$ cat config.mk
export PLATFORM = sky130hd
export DESIGN_NAME = first_fit_region_allocator_top
export DESIGN_NICKNAME = d
export VERILOG_FILES = /design/src/rtl/ffra_pkg.sv /design/src/rtl/ffra_mem.sv /design/src/rtl/ffra_ctrl.sv /design/src/rtl/first_fit_region_allocator_top.sv
export SDC_FILE = /design/constraint.sdc
export NUM_CORES = 1
export LEC_CHECK = 0
export BUFFER_PORTS_ARGS = -buffer_cell sky130_fd_sc_hd__buf_2
export CAP_MARGIN = 20
export CORE_ASPECT_RATIO = 0.7
export CORE_UTILIZATION = 50
export CTS_CLUSTER_SIZE = 28
export DETAILED_ROUTE_END_ITERATION = 12
export PLACE_DENSITY = 0.73
export SKIP_CTS_REPAIR_TIMING = 1
export SLEW_MARGIN = 10
export SYNTH_ARGS = -nofsm -noshare
export SYNTH_HDL_FRONTEND = slang
export SYNTH_SLANG_ARGS = --single-unit
$ cat constraint.sdc
create_clock -name i_clk -period 4.08 [get_ports i_clk]
set_input_delay 0.204 -clock i_clk [delete_from_list [all_inputs] [get_ports i_clk]]
set_output_delay 0.204 -clock i_clk [all_outputs]
set_load 0.1 [all_outputs]
$ cat src/rtl/ffra_pkg.sv
// ----------------------------------------------------------------------------
// ffra_pkg
// Shared types for the first-fit region allocator: the request and response
// payloads and the command bundle that drives the occupancy memory.
// ----------------------------------------------------------------------------
package ffra_pkg;

    // Request kinds.
    localparam logic KIND_ALLOC   = 1'b0;
    localparam logic KIND_RELEASE = 1'b1;

    // One input item.
    typedef struct packed {
        logic       kind;
        logic [7:0] owner_id;
        logic [6:0] instr_count;
        logic       region_valid;
        logic [5:0] region_start;
        logic [5:0] region_end;
    } t_req;

    // One result item.
    typedef struct packed {
        logic       ok;
        logic [5:0] base_word;
        logic [5:0] last_word;
    } t_rsp;

    // Control strobes from the sequencer to the word memories.
    typedef struct packed {
        logic wr_en;
        logic rd_en;
        logic wr_use;
    } t_mem_cmd;

endpackage

$ cat src/rtl/ffra_mem.sv
// ----------------------------------------------------------------------------
// ffra_mem
// Word state storage: a one-bit occupancy memory with one synchronous read
// port and one write port, and an owner memory that is written alongside it.
// ----------------------------------------------------------------------------
module ffra_mem #(
    parameter int MEM_WORDS = 64,
    parameter int AW        = 6
) (
    input  logic               i_clk,
    input  ffra_pkg::t_mem_cmd i_cmd,
    input  logic [AW-1:0]      i_waddr,
    input  logic [AW-1:0]      i_raddr,
    input  logic [7:0]         i_owner,
    output logic               o_use
);
    import ffra_pkg::*;

    logic       r_use_mem   [MEM_WORDS];
    logic [7:0] r_owner_mem [MEM_WORDS];
    logic       r_rd_use;

    // Write port: occupancy always, owner only when a word is claimed.
    always_ff @(posedge i_clk) begin
        if (i_cmd.wr_en) begin
            r_use_mem[i_waddr] <= i_cmd.wr_use;
            if (i_cmd.wr_use) begin
                r_owner_mem[i_waddr] <= i_owner;
            end
        end
    end

    // Registered read port, enabled by rd_en.
    always_ff @(posedge i_clk) begin
        if (i_cmd.rd_en) begin
            r_rd_use <= r_use_mem[i_raddr];
        end
    end

    assign o_use = r_rd_use;

endmodule

$ cat src/rtl/ffra_ctrl.sv
// ----------------------------------------------------------------------------
// ffra_ctrl
// Sequencer for the allocator: clears the occupancy memory after reset,
// scans it one word a cycle for the lowest free run, marks the found run,
// clears released ranges and presents one response per request.
// ----------------------------------------------------------------------------
module ffra_ctrl #(
    parameter int MEM_WORDS    = 64,
    parameter int HEADER_WORDS = 4,
    parameter int VAR_WORDS    = 3,
    parameter int AW           = 6
) (
    input  logic               i_clk,
    input  logic               i_rst_n,
    input  logic               i_req_valid,
    output logic               o_req_ready,
    input  ffra_pkg::t_req     i_req,
    output logic               o_rsp_valid,
    input  logic               i_rsp_take,
    output ffra_pkg::t_rsp     o_rsp,
    output ffra_pkg::t_mem_cmd o_cmd,
    output logic [AW-1:0]      o_waddr,
    output logic [AW-1:0]      o_raddr,
    output logic [7:0]         o_owner,
    input  logic               i_use
);
    import ffra_pkg::*;

    localparam int CW = $clog2(MEM_WORDS + 1);
    localparam int NW = ((CW > 8) ? CW : 8) + 1;
    localparam int WW = (CW > 6) ? CW : 6;

    localparam logic [CW-1:0] LAST_ADDR = CW'(MEM_WORDS - 1);
    localparam logic [CW-1:0] END_ADDR  = CW'(MEM_WORDS);

    localparam logic [2:0] S_INIT  = 3'd0;
    localparam logic [2:0] S_IDLE  = 3'd1;
    localparam logic [2:0] S_SCAN  = 3'd2;
    localparam logic [2:0] S_MARK  = 3'd3;
    localparam logic [2:0] S_CLEAR = 3'd4;
    localparam logic [2:0] S_RESP  = 3'd5;

    logic [2:0]    r_state,     n_state;
    logic [CW-1:0] r_addr,      n_addr;
    logic [CW-1:0] r_end,       n_end;
    logic          r_rd_vld,    n_rd_vld;
    logic [CW-1:0] r_rd_addr,   n_rd_addr;
    logic [NW-1:0] r_run_len,   n_run_len;
    logic [CW-1:0] r_run_start, n_run_start;
    logic [NW-1:0] r_need,      n_need;
    logic [7:0]    r_owner,     n_owner;
    logic          r_ok,        n_ok;
    logic [CW-1:0] r_base,      n_base;
    logic [CW-1:0] r_last,      n_last;

    logic [NW-1:0] w_need;
    logic [NW-1:0] w_rel_start;
    logic [NW-1:0] w_rel_end;
    logic [WW-1:0] w_base_ext;
    logic [WW-1:0] w_last_ext;
    logic          w_rd_en;

    // Request decode helpers.
    assign w_need = NW'(HEADER_WORDS) + NW'(VAR_WORDS) + NW'(i_req.instr_count);
    assign w_rel_start = NW'(i_req.region_start);
    assign w_rel_end   = (NW'(i_req.region_end) > NW'(LAST_ADDR)) ?
                         NW'(LAST_ADDR) : NW'(i_req.region_end);

    // Reads are issued while the scan pointer is inside the memory.
    assign w_rd_en = (r_state == S_SCAN) && (r_addr < END_ADDR);

    // Next-state logic.
    always_comb begin
        n_state     = r_state;
        n_addr      = r_addr;
        n_end       = r_end;
        n_rd_vld    = w_rd_en;
        n_rd_addr   = r_addr;
        n_run_len   = r_run_len;
        n_run_start = r_run_start;
        n_need      = r_need;
        n_owner     = r_owner;
        n_ok        = r_ok;
        n_base      = r_base;
        n_last      = r_last;

        unique case (r_state)
            S_INIT: begin
                if (r_addr == LAST_ADDR) begin
                    n_state = S_IDLE;
                end else begin
                    n_addr = r_addr + 1'b1;
                end
            end
            S_IDLE: begin
                if (i_req_valid) begin
                    n_ok   = 1'b1;
                    n_base = '0;
                    n_last = '0;
                    if (i_req.kind == KIND_ALLOC) begin
                        if ((w_need == '0) || (w_need > NW'(MEM_WORDS))) begin
                            n_ok    = 1'b0;
                            n_state = S_RESP;
                        end else begin
                            n_need      = w_need;
                            n_owner     = i_req.owner_id;
                            n_addr      = '0;
                            n_run_len   = '0;
                            n_run_start = '0;
                            n_state     = S_SCAN;
                        end
                    end else if (i_req.region_valid && (w_rel_start <= w_rel_end)) begin
                        n_addr  = CW'(w_rel_start);
                        n_end   = CW'(w_rel_end);
                        n_state = S_CLEAR;
                    end else begin
                        n_state = S_RESP;
                    end
                end
            end
            S_SCAN: begin
                if (w_rd_en) begin
                    n_addr = r_addr + 1'b1;
                end
                if (r_rd_vld) begin
                    if (i_use) begin
                        n_run_len   = '0;
                        n_run_start = r_rd_addr + 1'b1;
                    end else begin
                        n_run_len = r_run_len + 1'b1;
                    end
                    if (!i_use && ((r_run_len + 1'b1) == r_need)) begin
                        // Lowest free run of the needed length found.
                        n_ok    = 1'b1;
                        n_base  = r_run_start;
                        n_last  = r_rd_addr;
                        n_addr  = r_run_start;
                        n_end   = r_rd_addr;
                        n_state = S_MARK;
                    end else if (r_rd_addr == LAST_ADDR) begin
                        n_ok    = 1'b0;
                        n_state = S_RESP;
                    end
                end
            end
            S_MARK, S_CLEAR: begin
                if (r_addr == r_end) begin
                    n_state = S_RESP;
                end else begin
                    n_addr = r_addr + 1'b1;
                end
            end
            S_RESP: begin
                if (i_rsp_take) begin
                    n_state = S_IDLE;
                end
            end
            default: begin
                n_state = S_INIT;
                n_addr  = '0;
            end
        endcase
    end

    // Control registers.
    always_ff @(posedge i_clk) begin
        if (!i_rst_n) begin
            r_state  <= S_INIT;
            r_addr   <= '0;
            r_rd_vld <= 1'b0;
        end else begin
            r_state  <= n_state;
            r_addr   <= n_addr;
            r_rd_vld <= n_rd_vld;
        end
    end

    // Datapath registers.
    always_ff @(posedge i_clk) begin
        r_end       <= n_end;
        r_rd_addr   <= n_rd_addr;
        r_run_len   <= n_run_len;
        r_run_start <= n_run_start;
        r_need      <= n_need;
        r_owner     <= n_owner;
        r_ok        <= n_ok;
        r_base      <= n_base;
        r_last      <= n_last;
    end

    // Memory access.
    always_comb begin
        o_cmd.wr_en  = (r_state == S_INIT) || (r_state == S_MARK) || (r_state == S_CLEAR);
        o_cmd.rd_en  = w_rd_en;
        o_cmd.wr_use = (r_state == S_MARK);
    end
    assign o_waddr = r_addr[AW-1:0];
    assign o_raddr = r_addr[AW-1:0];
    assign o_owner = r_owner;

    // Handshake and response; bounds are reported modulo 64.
    assign o_req_ready     = (r_state == S_IDLE);
    assign o_rsp_valid     = (r_state == S_RESP);
    assign w_base_ext      = WW'(r_base);
    assign w_last_ext      = WW'(r_last);
    assign o_rsp.ok        = r_ok;
    assign o_rsp.base_word = w_base_ext[5:0];
    assign o_rsp.last_word = w_last_ext[5:0];

endmodule

$ cat src/rtl/first_fit_region_allocator_top.sv
// ----------------------------------------------------------------------------
// first_fit_region_allocator_top
// First-fit contiguous region allocator over an occupancy map of words.
// ----------------------------------------------------------------------------
// Usage:
//   The request channel (i_in_valid, o_in_ready, i_in_data) carries allocate
//   and release requests; the response channel (o_out_valid, i_out_ready,
//   o_out_data) returns exactly one response per request, in order.
//   One request is processed at a time. The occupancy memory has a single
//   read port, so an allocation scans one word per cycle, then marks the
//   words of the found region one at a time. A release clears the freed
//   words one at a time; a rejected request goes straight to the response.
//   Transfers on the request side are ready again in the cycle after the
//   response moves into the output register.
//   After reset the block walks the whole memory marking every word free,
//   one word per cycle; o_in_ready stays low during that pass.
//   When the receiver stalls, the finished response waits in the output
//   register and the block may accept and work on the next request; that
//   request's response is held inside until the register empties.
// ----------------------------------------------------------------------------
module first_fit_region_allocator_top #(
    parameter int MEM_WORDS    = 64,
    parameter int HEADER_WORDS = 4,
    parameter int VAR_WORDS    = 3
) (
    input  logic           i_clk,
    input  logic           i_rst_n,
    input  logic           i_in_valid,
    output logic           o_in_ready,
    input  ffra_pkg::t_req i_in_data,
    output logic           o_out_valid,
    input  logic           i_out_ready,
    output ffra_pkg::t_rsp o_out_data
);
    import ffra_pkg::*;

    localparam int AW = (MEM_WORDS > 1) ? $clog2(MEM_WORDS) : 1;

    t_mem_cmd      w_cmd;
    logic [AW-1:0] w_waddr;
    logic [AW-1:0] w_raddr;
    logic [7:0]    w_owner;
    logic          w_use;
    logic          w_rsp_valid;
    logic          w_rsp_take;
    t_rsp          w_rsp;

    logic          r_out_valid;
    t_rsp          r_out_data;

    ffra_ctrl #(
        .MEM_WORDS    (MEM_WORDS),
        .HEADER_WORDS (HEADER_WORDS),
        .VAR_WORDS    (VAR_WORDS),
        .AW           (AW)
    ) u_ctrl (
        .i_clk       (i_clk),
        .i_rst_n     (i_rst_n),
        .i_req_valid (i_in_valid),
        .o_req_ready (o_in_ready),
        .i_req       (i_in_data),
        .o_rsp_valid (w_rsp_valid),
        .i_rsp_take  (w_rsp_take),
        .o_rsp       (w_rsp),
        .o_cmd       (w_cmd),
        .o_waddr     (w_waddr),
        .o_raddr     (w_raddr),
        .o_owner     (w_owner),
        .i_use       (w_use)
    );

    ffra_mem #(
        .MEM_WORDS (MEM_WORDS),
        .AW        (AW)
    ) u_mem (
        .i_clk   (i_clk),
        .i_cmd   (w_cmd),
        .i_waddr (w_waddr),
        .i_raddr (w_raddr),
        .i_owner (w_owner),
        .o_use   (w_use)
    );

    // Output register: loads whenever it is empty or being drained.
    assign w_rsp_take = w_rsp_valid && (!r_out_valid || i_out_ready);

    always_ff @(posedge i_clk) begin
        if (!i_rst_n) begin
            r_out_valid <= 1'b0;
        end else if (w_rsp_take) begin
            r_out_valid <= 1'b1;
        end else if (i_out_ready) begin
            r_out_valid <= 1'b0;
        end
    end

    always_ff @(posedge i_clk) begin
        if (w_rsp_take) begin
            r_out_data <= w_rsp;
        end
    end

    assign o_out_valid = r_out_valid;
    assign o_out_data  = r_out_data;

endmodule

==> run_results.csv, run 1 <==
group,metric,value,unit
finish,fin_util,59.72,%
setup_path,worstPathRequired,4.39,ns
setup_path,cp_max_fo,21,
floorplan,die_h,101.3,um
logic_synthesis,synthTopCellsByArea,"edfxtp_1 52%, nor2_1 5.5%, dfxtp_1 5.4%",
setup_path,crit_path_end_kind,"flip-flop",
setup_path,worstPathCellList,"ha_1 -> nand3_1 -> nor3_1 -> o31a_1 -> o2bb2ai_1 -> a21oi_2 -> o21ai_0 -> a21oi_1",
clock_network,clockBufferDepth,2,
power_and_ir_drop,p_total,4088,uW
setup_path,cp_slowest_cell,"dfxtp_1",
power_and_ir_drop,power_switching_share,32.39,%
route,wl_per_cell,18.29,um
timing,setup_viol,0,
flow_run,maxCapViolCount,0,
logic_synthesis,synth_top_area_share,51.98,%
timing,finalHoldViolations,0,
route,vias_per_cell,5.950,
route,postRouteAntennaNets,0,
placement,post_dp_cell_area,0.007412,mm2
setup_path,critPathMaxStageDelay,1.00,ns
setup_path,crit_type,"flip-flop to flip-flop",
clock_network,cts_tree,"yes",
placement,io_buffers,39,
timing,max_freq,323.7,MHz
timing,maxSlewViolCount,0,
logic_synthesis,synth_commonest_cells,"122 x edfxtp_1, 104 x nor2_1, 32 x nand2_1, 29 x a21oi_1, 26 x xnor2_1",
setup_path,cp_top_family,"compound AO/OA/AOI/OAI gates",
floorplan,ios,48,
logic_synthesis,synth-seq-area-share,57.38,%
timing,fin_crit_sh,75.72,%
clock_network,numCtsBuffers,17,
floorplan,dieArea,0.01458,mm2
finish,final_cells,856,
logic_synthesis,synthFlopType,"edfxtp_1",
placement,globalplace.congestion,0.8546,
logic_synthesis,syn_inst,624,
global_route,antenna_found_initial,0,
global_route,grt-ovfl-total,0,
floorplan,die_w,143.9,um
timing,worstMarginPinSlew,1.021,ns
logic_synthesis,syn_nets,668,
status,status,"finished, final reports clean",
timing,clock_skew,0.01392,ns
clock_network,clkTransAtPathRegs,0.07,ns
route,vias,5093,
finish,final_layout_size_suffix_gt1_share,15.20,%
power_and_ir_drop,p_seq_share,42.5,%
setup_path,cp.arrival,3.40,ns
timing,period_minus_slack,3.089,ns
route,finalWirelength,15660,um
clock_network,cts_root_buf,"clkbuf_16",
global_route,grt_use_total,23.14,%
route,first_iter_violations,579,
finish,final_nets,702,
logic_synthesis,synth_area,0.007048,mm2
finish,syn_to_final_growth,13.92,%
setup_path,cp.buffers_inverters,0,
finish,fin_area,0.008029,mm2
route,drc,0,
floorplan,rows,35,
logic_synthesis,synth_most_common_cell,"edfxtp_1",
power_and_ir_drop,peakVddDrop,0.0003126,V
global_route,grt_pass1_wl,25070,um
power_and_ir_drop,power.switching,1324,uW
power_and_ir_drop,powerDensity,509.2,mW/mm2
logic_synthesis,yosysTopAreaCell,"edfxtp_1",
global_route,grt_pass1_vias,4704,
power_and_ir_drop,clkPwrFrac,38.4,%
logic_synthesis,synth_cell_types,68,
power_and_ir_drop,cellLeakagePower,0.002761,uW
timing,slew_headroom,31.81,%
timing,grt_setup_unrepaired,"false",
logic_synthesis,yosysWarnings,0,
route,dr.pass1.iters,6,
logic_synthesis,syn_area_per_cell,11.29,um2
setup_path,crit_path_start_kind,"flip-flop",
logic_synthesis,synth_edf_count,122,
power_and_ir_drop,power.internal,2764,uW
clock_network,cts_sinks,141,
timing,finalSetupTns,0,ns
floorplan,start_util,52.42,%
placement,post-place-cells,824,
finish,antenna_cells,0,
worst_hold_path,min_path_type,"primary input to flip-flop",
power_and_ir_drop,p_comb_share,19.1,%
clock_network,htreeDepth,4,
logic_synthesis,synthArstFlopShare,0,%
clock_network,clk_latency,0.42,ns
placement,dpl.hpwl,10540,um
logic_synthesis,synth_seq_cells,141,
global_route,grt_max_degree,66,
floorplan,core-area,0.01344,mm2
## final timing paths
kind,slack [ns],from,end,cells past startpoint
setup / recovery,0.99,u_ctrl.n_rd_addr[1]$_SDFFE_PN0P_,u_ctrl.n_rd_addr[2]$_SDFFE_PN0P_,8
hold / removal,0.07,i_in_data[3],u_ctrl.r_end[3]$_DFFE_PP_,2
setup reg to reg,0.99,u_ctrl.n_rd_addr[1]$_SDFFE_PN0P_,u_ctrl.n_rd_addr[2]$_SDFFE_PN0P_,8
hold reg to reg,0.42,u_ctrl.r_last[4]$_SDFFCE_PN0P_,o_out_data[4]$_DFFE_PP_,0
## cell type report
class / instances / area [um2]
inverters: 16 / 60.06
multi-input cells: 434 / 2814
repair buffers: 48 / 262.8
well taps: 185 / 231.5
flip-flops and latches: 141 / 4044
fillers: 1081 / 5415
clock inverters: 15 / 191.4
clock buffers: 17 / 425.4
## layer usage
metal	track usage, %	vias to the layer above	share of wire [%]	wire length, um
li1	-	2360	-	-
met1	34.21	2504	46	7196
met2	33.97	216	45	7083
met3	4.965	13	8.0	1248
met4	7.365	0	0.84	131
met5	0	-	0	0
## kinds of logic after synthesis
family | synth area share [%]
multiplexers | 4.669
adder cells (fa/ha/maj) | 1.953
AO/OA/AOI/OAI | 10.67
AND/OR/NAND/NOR | 17.65
XOR/XNOR | 4.917
flip-flops | 57.38
buffers and inverters | 2.769
## through the flow
stage | worst slack [ns] | hold slack (ns)
finish | 0.9906 | 0.07078
global route | 0.7518 | 0.06879
CTS | 1.060 | 0.06223
detailed placement | 1.069 | 0.4054
global placement | 1.178 | 0.4014
floorplan | 1.251 | 0.3290
## flip-flops by register name (all words and copies together), names as in the netlist, 7 cells and up
| register | cells |
|---|---|
| u_mem.r_use_mem | 64 |
| o_out_data | 13 |
| u_ctrl.r_run_len | 9 |
| u_ctrl.r_need | 8 |
| u_ctrl.n_rd_addr | 7 |
| u_ctrl.r_end | 7 |
| u_ctrl.r_rd_addr | 7 |
| u_ctrl.r_run_start | 7 |
## power groups by stage
stage	sequential (uW)	combinational, uW	clock [uW]
3_3_place_gp	1760	748	0
3_5_place_dp	1770	768	0
2_1_floorplan	1700	618	0
4_1_cts	1730	771	1580
6_report	1740	782	1570
5_1_grt	1750	863	1650
## layout by cell type, fill, tap and decap left out, types with 14 or more instances in the layout
cell         n
inv_1       14
xnor2_1     26
buf_2       39
nand2_1     32
nand3_1     24
dfxtp_1     19
edfxtp_1   122
o21ai_0     17
clkbuf_16   17
nor2_1     104
a21oi_1     29
nor3_1      15
mux2i_1     16
and2_1      23
No activity file was read; power rests on OpenSTA's default activity.
==> inputs of run 2 (changes only) <==
==> constraint.sdc (replaced) <==
create_clock -name i_clk -period 3 [get_ports i_clk]
set_input_delay 0.15 -clock i_clk [delete_from_list [all_inputs] [get_ports i_clk]]
set_output_delay 0.15 -clock i_clk [all_outputs]
set_load 0.1 [all_outputs]
==> run 2 against run 1 <==
Effect of this change: register-to-register slack lost 0.68 ns; sequential share of layout area shrank 0.32 points; core utilization grew 0.38 points; total power grew 36%; non-clock buffer count grew 9.
==> run_results.csv, run 2 (synthesis results as in run 1) <==
group,metric,value,unit
timing,worstMarginPinSlew,0.6570,ns
route,vias_per_cell,5.835,
timing,period_minus_slack,2.690,ns
power_and_ir_drop,powerDensity,690.6,mW/mm2
floorplan,core-area,0.01344,mm2
setup_path,crit_path_end,"u_ctrl.r_end[0]$_DFFE_PP_",
timing,setup_viol,0,
setup_path,worstPathRequired,3.13,ns
clock_network,numCtsBuffers,17,
clock_network,clockBufferDepth,2,
finish,final_layout_size_suffix_gt1_share,16.32,%
setup_path,crit_path_start_kind,"flip-flop",
global_route,grt_pass1_vias,4758,
finish,largest_reg_flops,64,
setup_path,cp_max_fo,7,
timing,maxSlewViolCount,0,
setup_path,crit_type,"flip-flop to flip-flop",
timing,finalHoldViolations,0,
clock_network,cts_root_buf,"clkbuf_16",
worst_hold_path,min_path_type,"primary input to flip-flop",
timing,finalSetupTns,0,ns
timing,fin_crit_sh,89.66,%
setup_path,cp.arrival,2.82,ns
clock_network,cts_tree,"yes",
placement,dpl.hpwl,10860,um
floorplan,die_w,143.9,um
setup_path,rrSetupSlack,0.31,ns
floorplan,ios,48,
finish,syn_to_final_growth,14.65,%
finish,final_cells,865,
floorplan,start_util,52.42,%
setup_path,cp.buffers_inverters,1,
setup_path,worstPathCellList,"ha_1 -> and2_1 -> and4_1 -> xnor3_1 -> and4b_1 -> and2_1 -> nor2_1 -> nor3_1 -> buf_4",
global_route,grt_pass1_wl,25410,um
setup_path,crit_path_frequent_cell,"and2_1",
floorplan,die_h,101.3,um
global_route,antenna_found_initial,0,
setup_path,cp_top_family,"simple AND/OR/NAND/NOR gates",
timing,max_freq,371.8,MHz
status,status,"finished, final reports clean",
timing,clock_skew,0.01157,ns
setup_path,cp_slowest_cell,"edfxtp_1",
setup_path,r2r_end,"u_ctrl.r_end[0]$_DFFE_PP_",
setup_path,critPathMaxStageDelay,0.47,ns
finish,top_register,"u_mem.r_use_mem",
finish,final_common_cell,"edfxtp_1",
global_route,grt_use_total,23.39,%
route,vias,5047,
setup_path,r2r_start,"u_ctrl.r_run_len[0]$_SDFFCE_PP0P_",
setup_path,crit_start,"u_ctrl.r_run_len[0]$_SDFFCE_PP0P_",
timing,grt_setup_unrepaired,"false",
clock_network,cts_sinks,141,
clock_network,clk_latency,0.42,ns
finish,final_nets,711,
timing,layout_setup_ws,0.3102,ns
route,first_iter_violations,509,
route,finalWirelength,15670,um
placement,globalplace.congestion,0.9018,
route,dr.pass1.iters,5,
floorplan,rows,35,
floorplan,dieArea,0.01458,mm2
placement,io_buffers,39,
setup_path,crit_path_end_kind,"flip-flop",
timing,slew_headroom,55.51,%
setup_path,r2r_cells,9,
clock_network,clkTransAtPathRegs,0.07,ns
power_and_ir_drop,cellLeakagePower,0.002800,uW
flow_run,maxCapViolCount,0,
placement,place_ws,0.2450,ns
route,drc,0,
global_route,grt-ovfl-total,0,
route,postRouteAntennaNets,0,
placement,post-place-cells,833,
finish,mostFrequentLayoutCells,"122 x edfxtp_1, 104 x nor2_1, 39 x buf_2",
finish,antenna_cells,0,
power_and_ir_drop,peakVddDrop,0.0004127,V
clock_network,htreeDepth,4,
global_route,grt_max_degree,66,
route,wl_per_cell,18.12,um
setup_path,cp.depth,9,
==> run 2: cell count changes in the layout (fill, tap and decap cells not counted) <==
| cell | before | now |
|---|---|---|
| clkinv_8 | 5 | 2 |
| inv_8 | 6 | 5 |
| clkinv_4 | 1 | 2 |
| inv_6 | 2 | 3 |
| bufinv_16 | 0 | 1 |
| clkinvlp_4 | 0 | 1 |
| buf_4 | 9 | 18 |
| inv_12 | 1 | 0 |
| clkinv_2 | 0 | 1 |
==> run 2: worst min path at each step <==
stage	end	cells past startpoint	startpoint	slack, ns
after CTS	u_ctrl.r_end[5]$_DFFE_PP_	2	i_in_data[5]	0.007
final	u_ctrl.r_end[5]$_DFFE_PP_	2	i_in_data[5]	0.02
after global routing	u_ctrl.r_end[5]$_DFFE_PP_	2	i_in_data[5]	0.02
after global placement	o_out_data[7]$_DFFE_PP_	0	u_ctrl.r_base[1]$_SDFFCE_PN0P_	0.40
after detailed placement	o_out_data[10]$_DFFE_PP_	0	u_ctrl.r_base[4]$_SDFFCE_PN0P_	0.41
after floorplan	u_ctrl.r_need[0]$_DFFE_PP_	1	i_in_data[13]	0.31
==> run 2: area by class of cell <==
cell class | count | area (um2)
Clock buffer | 17 | 425.4
Clock inverter | 15 | 175.2
Fill cell | 1102 | 5364
Inverter | 16 | 60.06
Multi-Input combinational cell | 434 | 2814
Sequential cell | 141 | 4044
Tap cell | 185 | 231.5
Timing Repair Buffer | 57 | 330.3
==> run 2: worst register-to-register path: stages, from the launching register on <==
cell and delay [ns]:
edfxtp_1 0.47, ha_1 0.31, and2_1 0.20, and4_1 0.23
xnor3_1 0.19, and4b_1 0.30, and2_1 0.22, nor2_1 0.10
nor3_1 0.19, buf_4 0.19
==> run 2: per-layer routing <==
layer / up-vias / wire length, um / GRT usage (%)
met2: 193 / 7089 / 34.82
met1: 2453 / 7191 / 33.86
met3: 14 / 1247 / 6.478
met5: - / 0 / 0
li1: 2387 / - / -
met4: 0 / 142 / 5.810
==> run 2: report_power, final <==
part           switching, uW  internal [uW]  leakage, uW
Sequential               144           2220      0.00121
Combinational            670            430      0.00129
Clock                    923           1190     0.000294
Total                   1740           3840      0.00280
==> run 2: stage by stage <==
| stage | hold slack [ns] | util, % | cell area, um2 | power (uW) |
|---|---|---|---|---|
| final | 0.02258 | 60.10 | 8080 | 5580 |
| after global routing | 0.01557 | 60.10 | 8080 | 5800 |
| after CTS | 0.006910 | 60.10 | 8080 | 5594 |
| after detailed placement | 0.4054 | 55.64 | 7480 | 3481 |
| after global placement | 0.4004 | 55.64 | 7480 | 3452 |
| after floorplan | 0.3069 | - | 7048 | 3147 |
